==> src/hdl/tlfe_pkg.sv <==
// Shared types, character codes and reply text for the telemetry link frame emitter.
// No dependencies; used by telemetry_link_frame_emitter.
package tlfe_pkg;

  // Beat payloads
  typedef struct packed {
    logic       rx_valid;
    logic [7:0] rx_byte;
    logic       sensor_ok;
    logic [7:0] humidity;
    logic [7:0] temperature;
  } in_beat_t;

  typedef struct packed {
    logic [7:0] tx_byte;
    logic       last;
  } out_beat_t;

  // Link machine
  typedef enum logic [1:0] {
    LINK_WAIT   = 2'd0,
    LINK_IDLE   = 2'd1,
    LINK_STREAM = 2'd2
  } link_t;

  // Sequencer states
  typedef enum logic [2:0] {
    ST_IDLE,
    ST_REPLY,
    ST_PREFIX,
    ST_LOAD,
    ST_CONV,
    ST_SCAN,
    ST_DIGIT,
    ST_SEP
  } state_t;

  // Which fixed reply is being sent
  typedef enum logic [1:0] {
    REPLY_SYNC,
    REPLY_DISC,
    REPLY_STOP
  } reply_t;

  // Frame fields, in send order
  typedef enum logic [2:0] {
    FLD_HUM,
    FLD_TEMP,
    FLD_CH3,
    FLD_CH4,
    FLD_COUNT
  } field_t;

  // Config register indexes
  localparam logic REG_CH3 = 1'b0;
  localparam logic REG_CH4 = 1'b1;

  // Command bytes
  localparam logic [7:0] CMD_SYNC   = 8'h3F; // '?'
  localparam logic [7:0] CMD_START  = 8'h41; // 'A'
  localparam logic [7:0] CMD_STOP   = 8'h53; // 'S'
  localparam logic [7:0] CMD_PAUSE  = 8'h50; // 'P'

  // Frame characters
  localparam logic [7:0] CHAR_HASH  = 8'h23;
  localparam logic [7:0] CHAR_D     = 8'h44;
  localparam logic [7:0] CHAR_NL    = 8'h0A;
  localparam logic [7:0] CHAR_ZERO  = 8'h30;

  // Decimal conversion sizes
  localparam int CONV_BITS = 16;
  localparam int BCD_DIGITS = 5;
  localparam int BCD_W = 4 * BCD_DIGITS;

  // Reply text, right aligned in 16 bytes
  localparam logic [127:0] TEXT_SYNC = "#!#4#\r\n";
  localparam logic [127:0] TEXT_DISC = "#DISCONNECTED#\r\n";
  localparam logic [127:0] TEXT_STOP = "#STOP#\r\n";

  // Index of the final byte of each reply
  function automatic logic [3:0] reply_last_idx(input reply_t sel);
    logic [3:0] r;
    case (sel)
      REPLY_SYNC: r = 4'd6;
      REPLY_DISC: r = 4'd15;
      REPLY_STOP: r = 4'd7;
      default:    r = 4'd0;
    endcase
    return r;
  endfunction

  // Byte idx (from the start) of a reply
  function automatic logic [7:0] reply_byte(input reply_t sel, input logic [3:0] idx);
    logic [127:0] text;
    logic [3:0]   pos;
    case (sel)
      REPLY_SYNC: text = TEXT_SYNC;
      REPLY_DISC: text = TEXT_DISC;
      REPLY_STOP: text = TEXT_STOP;
      default:    text = '0;
    endcase
    pos = reply_last_idx(sel) - idx;
    return text[{pos, 3'b000} +: 8];
  endfunction

endpackage

==> src/hdl/telemetry_link_frame_emitter.sv <==
// Telemetry link frame emitter: link command machine, fixed replies and decimal
// data frames from one shared shift-and-add-3 converter. Depends on tlfe_pkg.
// A reply is sent one byte per cycle while the output is free (7, 16 or 8 bytes);
// a frame converts each of its 5 fields in turn and sends its digits. The next item
// is taken in the idle state after the last byte issues. Sync reset: wait-for-sync,
// holds and channels zero.
module telemetry_link_frame_emitter (
  input  logic                clk,
  input  logic                rst,
  input  logic                in_valid,
  output logic                in_ready,
  input  tlfe_pkg::in_beat_t  in_data,
  output logic                out_valid,
  input  logic                out_ready,
  output tlfe_pkg::out_beat_t out_data,
  input  logic                cfg_we,
  input  logic                cfg_index,
  input  logic [15:0]         cfg_data
);

  tlfe_pkg::state_t state, state_next;
  tlfe_pkg::link_t  link, link_new;
  tlfe_pkg::reply_t reply_sel, sel_new;
  tlfe_pkg::field_t field;

  logic [3:0]  idx;
  logic [3:0]  cnt;
  logic [2:0]  dptr;
  logic [4:0]  n_sum;
  logic [7:0]  hum_hold, temp_hold;
  logic [15:0] ch3, ch4;
  logic [tlfe_pkg::BCD_W-1:0]     bcd, bcd_adj;
  logic [tlfe_pkg::CONV_BITS-1:0] bin, field_val;
  logic [2:0]  top;
  logic        reply_go;
  logic        cmd_ok;
  logic        slot_free;
  logic        emit;
  logic [7:0]  emit_byte;
  logic        emit_last;

  assign in_ready  = (state == tlfe_pkg::ST_IDLE);
  assign slot_free = !out_valid || out_ready;

  // Command decode against the current link state
  always_comb begin
    cmd_ok   = in_data.rx_valid && (in_data.rx_byte != 8'd0);
    link_new = link;
    sel_new  = tlfe_pkg::REPLY_SYNC;
    reply_go = 1'b0;
    if (cmd_ok) begin
      case (link)
        tlfe_pkg::LINK_WAIT: begin
          if (in_data.rx_byte == tlfe_pkg::CMD_SYNC) begin
            link_new = tlfe_pkg::LINK_IDLE;
            reply_go = 1'b1;
          end
        end
        tlfe_pkg::LINK_IDLE: begin
          if (in_data.rx_byte == tlfe_pkg::CMD_START) begin
            link_new = tlfe_pkg::LINK_STREAM;
          end else if (in_data.rx_byte == tlfe_pkg::CMD_PAUSE) begin
            link_new = tlfe_pkg::LINK_WAIT;
            sel_new  = tlfe_pkg::REPLY_DISC;
            reply_go = 1'b1;
          end
        end
        tlfe_pkg::LINK_STREAM: begin
          if (in_data.rx_byte == tlfe_pkg::CMD_STOP) begin
            link_new = tlfe_pkg::LINK_IDLE;
            sel_new  = tlfe_pkg::REPLY_STOP;
            reply_go = 1'b1;
          end else if (in_data.rx_byte == tlfe_pkg::CMD_PAUSE) begin
            link_new = tlfe_pkg::LINK_WAIT;
            sel_new  = tlfe_pkg::REPLY_DISC;
            reply_go = 1'b1;
          end
        end
        default: begin
          link_new = link;
        end
      endcase
    end
  end

  // Value of the field being converted
  always_comb begin
    case (field)
      tlfe_pkg::FLD_HUM:   field_val = {8'd0, hum_hold};
      tlfe_pkg::FLD_TEMP:  field_val = {8'd0, temp_hold};
      tlfe_pkg::FLD_CH3:   field_val = ch3;
      tlfe_pkg::FLD_CH4:   field_val = ch4;
      tlfe_pkg::FLD_COUNT: field_val = {11'd0, n_sum};
      default:             field_val = '0;
    endcase
  end

  // Shared converter: add 3 to every BCD digit of 5 or more before each shift
  always_comb begin
    for (int i = 0; i < tlfe_pkg::BCD_DIGITS; i++) begin
      if (bcd[4*i +: 4] >= 4'd5) begin
        bcd_adj[4*i +: 4] = bcd[4*i +: 4] + 4'd3;
      end else begin
        bcd_adj[4*i +: 4] = bcd[4*i +: 4];
      end
    end
  end

  // Position of the leading nonzero digit (zero shows as one digit)
  always_comb begin
    top = 3'd0;
    for (int i = 0; i < tlfe_pkg::BCD_DIGITS; i++) begin
      if (bcd[4*i +: 4] != 4'd0) begin
        top = 3'(i);
      end
    end
  end

  // State register
  always_ff @(posedge clk) begin
    if (rst) begin
      state <= tlfe_pkg::ST_IDLE;
    end else begin
      state <= state_next;
    end
  end

  // Next state and byte to send
  always_comb begin
    state_next = state;
    emit       = 1'b0;
    emit_byte  = tlfe_pkg::CHAR_HASH;
    emit_last  = 1'b0;
    case (state)
      tlfe_pkg::ST_IDLE: begin
        if (in_valid) begin
          if (reply_go) begin
            state_next = tlfe_pkg::ST_REPLY;
          end else if (link_new == tlfe_pkg::LINK_STREAM) begin
            state_next = tlfe_pkg::ST_PREFIX;
          end
        end
      end
      tlfe_pkg::ST_REPLY: begin
        emit_byte = tlfe_pkg::reply_byte(reply_sel, idx);
        emit_last = (idx == tlfe_pkg::reply_last_idx(reply_sel));
        if (slot_free) begin
          emit = 1'b1;
          if (emit_last) begin
            state_next = tlfe_pkg::ST_IDLE;
          end
        end
      end
      tlfe_pkg::ST_PREFIX: begin
        emit_byte = (idx == 4'd1) ? tlfe_pkg::CHAR_D : tlfe_pkg::CHAR_HASH;
        if (slot_free) begin
          emit = 1'b1;
          if (idx == 4'd2) begin
            state_next = tlfe_pkg::ST_LOAD;
          end
        end
      end
      tlfe_pkg::ST_LOAD: begin
        state_next = tlfe_pkg::ST_CONV;
      end
      tlfe_pkg::ST_CONV: begin
        if (cnt == 4'(tlfe_pkg::CONV_BITS - 1)) begin
          state_next = tlfe_pkg::ST_SCAN;
        end
      end
      tlfe_pkg::ST_SCAN: begin
        state_next = tlfe_pkg::ST_DIGIT;
      end
      tlfe_pkg::ST_DIGIT: begin
        emit_byte = tlfe_pkg::CHAR_ZERO + {4'd0, bcd[{dptr, 2'b00} +: 4]};
        if (slot_free) begin
          emit = 1'b1;
          if (dptr == 3'd0) begin
            state_next = tlfe_pkg::ST_SEP;
          end
        end
      end
      tlfe_pkg::ST_SEP: begin
        // the count field is followed by '#', then a closing newline
        if (field == tlfe_pkg::FLD_COUNT && idx == 4'd1) begin
          emit_byte = tlfe_pkg::CHAR_NL;
          emit_last = 1'b1;
        end
        if (slot_free) begin
          emit = 1'b1;
          if (field != tlfe_pkg::FLD_COUNT) begin
            state_next = tlfe_pkg::ST_LOAD;
          end else if (idx == 4'd1) begin
            state_next = tlfe_pkg::ST_IDLE;
          end
        end
      end
      default: begin
        state_next = tlfe_pkg::ST_IDLE;
      end
    endcase
  end

  // Link state, holds and config registers
  always_ff @(posedge clk) begin
    if (rst) begin
      link      <= tlfe_pkg::LINK_WAIT;
      hum_hold  <= 8'd0;
      temp_hold <= 8'd0;
      ch3       <= 16'd0;
      ch4       <= 16'd0;
    end else begin
      if (cfg_we) begin
        case (cfg_index)
          tlfe_pkg::REG_CH3: ch3 <= cfg_data;
          tlfe_pkg::REG_CH4: ch4 <= cfg_data;
          default: ;
        endcase
      end
      if (state == tlfe_pkg::ST_IDLE && in_valid) begin
        link <= link_new;
        if (link_new == tlfe_pkg::LINK_STREAM && in_data.sensor_ok) begin
          hum_hold  <= in_data.humidity;
          temp_hold <= in_data.temperature;
        end
      end
    end
  end

  // Sequencer counters and converter datapath
  always_ff @(posedge clk) begin
    case (state)
      tlfe_pkg::ST_IDLE: begin
        reply_sel <= sel_new;
        idx       <= 4'd0;
        field     <= tlfe_pkg::FLD_HUM;
        n_sum     <= 5'd0;
      end
      tlfe_pkg::ST_REPLY, tlfe_pkg::ST_PREFIX: begin
        if (slot_free) begin
          idx <= idx + 4'd1;
        end
      end
      tlfe_pkg::ST_LOAD: begin
        bcd <= '0;
        bin <= field_val;
        cnt <= 4'd0;
        idx <= 4'd0;
      end
      tlfe_pkg::ST_CONV: begin
        bcd <= {bcd_adj[tlfe_pkg::BCD_W-2:0], bin[tlfe_pkg::CONV_BITS-1]};
        bin <= {bin[tlfe_pkg::CONV_BITS-2:0], 1'b0};
        cnt <= cnt + 4'd1;
      end
      tlfe_pkg::ST_SCAN: begin
        dptr <= top;
        if (field != tlfe_pkg::FLD_COUNT) begin
          n_sum <= n_sum + 5'(top) + 5'd1;
        end
      end
      tlfe_pkg::ST_DIGIT: begin
        if (slot_free) begin
          dptr <= dptr - 3'd1;
        end
      end
      tlfe_pkg::ST_SEP: begin
        if (slot_free) begin
          idx <= idx + 4'd1;
          if (field != tlfe_pkg::FLD_COUNT) begin
            field <= tlfe_pkg::field_t'(field + 3'd1);
          end
        end
      end
      default: ;
    endcase
  end

  // Output register: holds one beat until taken
  always_ff @(posedge clk) begin
    if (rst) begin
      out_valid <= 1'b0;
    end else if (emit) begin
      out_valid <= 1'b1;
    end else if (out_ready) begin
      out_valid <= 1'b0;
    end
  end

  always_ff @(posedge clk) begin
    if (emit) begin
      out_data.tx_byte <= emit_byte;
      out_data.last    <= emit_last;
    end
  end

endmodule
==> config.mk <==
export PLATFORM = sky130hd
export DESIGN_NAME = telemetry_link_frame_emitter
export DESIGN_NICKNAME = d
export VERILOG_FILES = /design/src/hdl/tlfe_pkg.sv /design/src/hdl/telemetry_link_frame_emitter.sv
export SDC_FILE = /design/constraint.sdc
export NUM_CORES = 1
export LEC_CHECK = 0
export ABC_AREA = 1
export BUFFER_PORTS_ARGS = -buffer_cell sky130_fd_sc_hd__buf_4
export CORE_ASPECT_RATIO = 1.5
export CORE_MARGIN = 3
export CORE_UTILIZATION = 60
export CTS_CLUSTER_DIAMETER = 80
export DETAILED_ROUTE_END_ITERATION = 8
export PLACE_DENSITY = 0.9
export SYNTH_ARGS = -nofsm -noshare
export SYNTH_HDL_FRONTEND = slang
export SYNTH_SLANG_ARGS = --single-unit
==> constraint.sdc <==
create_clock -name clk -period 3.5 [get_ports clk]
set_input_delay 0.175 -clock clk [delete_from_list [all_inputs] [get_ports clk]]
set_output_delay 0.175 -clock clk [all_outputs]
set_load 0.02 [all_outputs]
; Word-level counts from Yosys, hierarchy flattened
; Cells that the tools add are included.
[classes]
add_sub_neg = 13
order_cmp = 5
n_eq_ne = 39
n_shift = 2
muxes = 65
bitwise = 1
reduce_logical = 33
[op_table]
columns = op, n
row1 = case mux 126 bit (3 select lines), 1
row2 = 2-to-1 mux 128 bit, 1
row3 = variable part select 128 x 8 -> 8 bit, 1
row4 = case mux 16 bit (5 select lines), 1
row5 = 2-to-1 mux 3 bit, 20
row6 = case mux 20 bit (2 select lines), 1
row7 = case mux 16 bit (2 select lines), 1
row8 = case mux 8 bit (4 select lines), 1
row9 = equality test 8 x 7 -> 1 bit (second input constant), 3
row10 = 2-to-1 mux 4 bit, 6
row11 = case mux 3 bit (8 select lines), 1
row12 = inequality test 2 bit (second input constant), 11
row13 = >= comparator 4 x 3 -> 1 bit (second input constant), 5
row14 = variable part select 20 x 6 -> 4 bit, 1
row15 = adder 4 x 2 -> 4 bit (second input constant), 4
row16 = case mux 4 bit (2 select lines), 2
row17 = nonzero test 4 bit, 4
row18 = equality test 3 bit (second input constant), 5
row19 = 2-to-1 mux 1 bit, 13
row20 = equality test 3 x 2 -> 1 bit (second input constant), 4
row21 = 2-to-1 mux 2 bit, 6
row22 = case mux 3 bit (2 select lines), 2
row23 = case mux 4 bit (3 select lines), 1
row24 = AND reduction 2 bit, 6
row25 = 40 further kinds, 57
[word_totals]
regBits = 120
output_inout_bits = 11

; Depth between registers and ports, before layout
[depth]
word_depth = 10
mapped_depth = 16

; Worst setup path after synthesis
; OpenSTA, ideal clock, no wires.
[synth_path]
kind = reg-to-reg
start = register reply_sel[0]
end = register out_data[3] in the netlist's numbering (data pin)
setup_ps = 265
arrival_ps = 2394
required_ps = 3235
slack_ps = 841
stages_incl_launch_ff = 15
n_path_buf = 1
path_cell_list = edfxtp_1 -> inv_1 -> ha_1 -> inv_1 -> ha_1 -> inv_1 -> fa_1 -> or2_2 -> nand2_1 -> buf_2 -> inv_1 -> o21ai_0 -> a21oi_1 -> nand2_1 -> o211ai_1
[synth_via]
elab_chain_len = 6
[synth_lines]
columns = item, line
row1 = from (decl), telemetry_link_frame_emitter.sv:23  ; tlfe_pkg::reply_t reply_sel, sel_new;
row2 = from (signal assigned), telemetry_link_frame_emitter.sv:234  ; reply_sel <= sel_new;
row3 = "equality test 2 bit, or another cell as far along", "tlfe_pkg.sv:83, tlfe_pkg.sv:96"
row4 = case mux 4 bit (3 select lines), tlfe_pkg.sv:83  ; case (sel)
row5 = 2-to-1 mux 4 bit, telemetry_link_frame_emitter.sv:134  ; case (state)
row6 = subtractor 4 bit, tlfe_pkg.sv:102  ; pos = reply_last_idx(sel) - idx;
row7 = variable part select 128 x 8 -> 8 bit *, tlfe_pkg.sv:103  ; return text[{pos, 3'b000} +: 8];
row8 = case mux 8 bit (4 select lines) *, telemetry_link_frame_emitter.sv:134
row9 = to (decl), telemetry_link_frame_emitter.sv:15  ; output tlfe_pkg::out_beat_t out_data,
; Mark *: on every way between the ends. The rest lies on a longest branch, timed or not. The select of a mux whose other input is x is not followed.
; A chain may end at the register's enable or synchronous reset.

; Worst setup path in the final report
; Ends and elaborated chain as after synthesis.

==> impl_metrics.tcl <==
set metrics [dict create \
    p_leak_nw 3.50 \
    drtIter0Drc 581 \
    vdd_drop_max_v 0.000485 \
    track_usage 0.293 \
    worst_hold_slack_ns 0.0202 \
    initial_core_util 0.618 \
    area_growth_syn_to_layout_pct 20.0 \
    grt_pass1_wl_um 29000 \
    cts_tree "built" \
    clock_sinks 119 \
    hold_class "input pin to flop" \
    status "complete, no violations" \
    synth_top_area_frac 0.286 \
    syn_area_um2 6830 \
    ys_types 47 \
    final_area_um2 8200 \
    crit_path_max_fanout 7 \
    seq_power_share 0.393 \
    diodes 0 \
    finalNonFillerCells 1099 \
    hold_depth 3 \
    critical_path_class "flop to flop" \
    grt_max_degree 52 \
    die-area_um2 12700 \
    whs_endpoint "ch3[6]" \
    p_per_area_nw_per_um2 526 \
    r2r-end "out_data[3]" \
    crit_required_ns 3.75 \
    end_kind "flop" \
    yosysWarnings 0 \
    antenna_found_initial 0 \
    layout_commonest_cell "nand2_1" \
    ff2ff_setup_slack_ns 0.55 \
    fin_crit_ns 2.95 \
    cts.clk_slew.worst_paths_ns 0.05 \
    synth_fp_nets 942 \
    cap_violations 0 \
    max_stage_delay_ns 0.63 \
    worstPathCellList "inv_1, ha_1, inv_1, ha_1, inv_1, fa_1, nand2_1, nor2_1, nor2_1, o21ai_0, o21ai_0, a21oi_1, nand2_1, o211ai_1" \
    grt_overflow 0 \
    yosysTopAreaCell "edfxtp_1" \
    worst_path_max_delay_cell "fa_1" \
    drc 0 \
    tightest_slew_ns 1.24 \
    core_um2 11100 \
    detail-route-antenna-nets 0 \
    num-fill-cells 792 \
    io_pins 59 \
    cts_resized 0 \
    critPathMostFrequentCell "inv_1" \
    grt_pass1_vias 6322 \
    rr_worst_depth 14 \
    drt_pass1_iterations 6 \
    maxSlewViolCount 0 \
    numCtsBuffers 17 \
    cp-start-kind "flop" \
    switching_share 0.322 \
    period_share 0.842 \
    hold_viol_final 0 \
    ys_ff_latch 119 \
    fin_worst_skew_ns 0.00682 \
    layout_common_cells "134 x nand2_1, 123 x nor2_1, 113 x o21ai_0, 106 x inv_1, 65 x edfxtp_1" \
    async_reset_ff_frac 0 \
    die_y_um 137 \
    seq_area_frac_synth 0.444 \
    synth_area_leaders "edfxtp_1 29%, dfxtp_1 16%, o21ai_0 8.3%, nand2_1 7.4%, ha_1 7.0%" \
    rsz0062_at_grt "false" \
    postPlaceCellArea_um2 7370 \
    die_x_um 93.1 \
    worstPathArrival_ns 3.20 \
    cts_root_buf "clkbuf_16" \
    placed_cells 1039 \
    p_clk_frac 0.373 \
    routed_wirelength_um 17700 \
    avgRoutedWirePerCell_um 16.1 \
    path_delay_family "adder cells" \
    clock_path_buffers 2 \
    final.setup.tns_ns 0 \
    drive_gt1_frac 0.129 \
    netSwitchingPower_w 0.00139 \
    cts_max_level 4 \
    fmax_mhz 339 \
    dp_hpwl_um 11200 \
    vias_per_cell 5.78 \
    rows 47 \
    synthCells 854 \
    p_int_w 0.00292 \
    ys.flop_type "edfxtp_1" \
    syn_area_per_cell_um2 8.00 \
    io_buffers 57 \
    rr_startpoint "reply_sel[0]" \
    crit_buf_inv 3 \
    total_power_w 0.00431 \
    p_comb_frac 0.234 \
    setup_viol 0 \
    nets 1027 \
    synth-edff-count 65 \
    slew_headroom 0.173 \
    cts.hold.buffers_added 28 \
    routabilityCongestion 0.920 \
    post_cts_buffers 0 \
    vias 6352 \
    clk_latency_ns 0.42 \
    worstHoldStart "cfg_data[6]" \
]
[synthesized netlist by cell type (2+ instances only)]
library cell,number
xor2_1,4
inv_2,3
a22o_1,11
o211ai_1,8
clkbuf_1,15
nor2_2,3
nand3_1,22
nor3b_1,2
nor3_1,28
o21ai_1,4
a21oi_1,50
buf_2,3
nand2_1,134
nor2_1,123
inv_1,106
a221oi_1,8
a21o_1,4
dfxtp_1,54
fa_1,2
a211oi_1,6
nand3_2,2
nor2_4,6
a31oi_1,2
buf_1,3
edfxtp_1,65
ha_1,38
o21ai_0,113
clkinv_1,2
nand2_2,7
o31ai_1,2
or2_2,4
inv_4,2
nand2_4,3
xnor2_1,2
[final cells by class]
cell class | instances | area (µm²) | area share
sequential | 119 | 3030 | 0.370
tap | 147 | 184 | 0.0224
clock inverter | 13 | 108 | 0.0131
inverter | 113 | 429 | 0.0524
multi-input combinational | 598 | 3260 | 0.398
timing repair buffer | 90 | 746 | 0.0910
clock buffer | 19 | 433 | 0.0528
[worst max-delay path by stage]
stage	start	end	slack (ns)	depth (start not counted)
after floorplan	reply_sel[0]	out_data[3]	0.84	14
after global placement	reply_sel[0]	out_data[3]	0.63	14
after detailed placement	reply_sel[0]	out_data[3]	0.58	14
after CTS	reply_sel[0]	out_data[3]	0.57	14
after global routing	reply_sel[0]	out_data[3]	0.24	14
final	reply_sel[0]	out_data[3]	0.55	14
[state kept, by name, summed over array words and instances, names as in the netlist]
| signal | cells |
|---|---|
| dptr | 3 |
| link | 2 |
| idx | 4 |
| state | 3 |
| hum_hold | 8 |
| bin | 16 |
| field | 3 |
| bcd | 20 |
| ch4 | 16 |
| out_valid | 1 |
| temp_hold | 8 |
| n_sum | 5 |
| cnt | 4 |
| reply_sel | 2 |
| ch3 | 16 |
| out_data | 8 |
[metrics by stage]
stage	setup slack [ns]	util
final	0.553	0.741
after global routing	0.244	0.741
after CTS	0.574	0.741
after detailed placement	0.584	0.667
after global placement	0.633	0.667
after floorplan	0.841	-
[routing by layer]
layer,vias to the layer above,GRT usage,share of wire
li1,3039,-,-
met2,293,0.553,0.54
met3,74,0.0539,0.055
met5,-,0,0
met1,2946,0.302,0.36
met4,0,0.154,0.045
[power by group through the flow]
stage	Sequential (W)	Combinational (W)	Clock [W]
finish	0.00169	0.00101	0.00161
detailed placement	0.00172	0.000948	0
global route	0.00170	0.00112	0.00166
global placement	0.00171	0.000936	0
floorplan	0.00174	0.000631	0
CTS	0.00169	0.000992	0.00161
[tightest hold or removal path, stage by stage]
cell,delay [ns]
buf_4,0.09
nor2_1,0.04
nor2_1,0.09
[cell families after synthesis]
kind of cell / Yosys count / synth area share
AOI/OAI and AO/OA: 215 / 0.180
xor gates and xnor gates: 6 / 0.00769
adders and majority gates: 40 / 0.0755
buffers and inverters: 137 / 0.0784
DFF: 119 / 0.444
other: 1 / 0.000549
and+or+nand+nor: 336 / 0.214
Power figures use the tool's default switching activity.
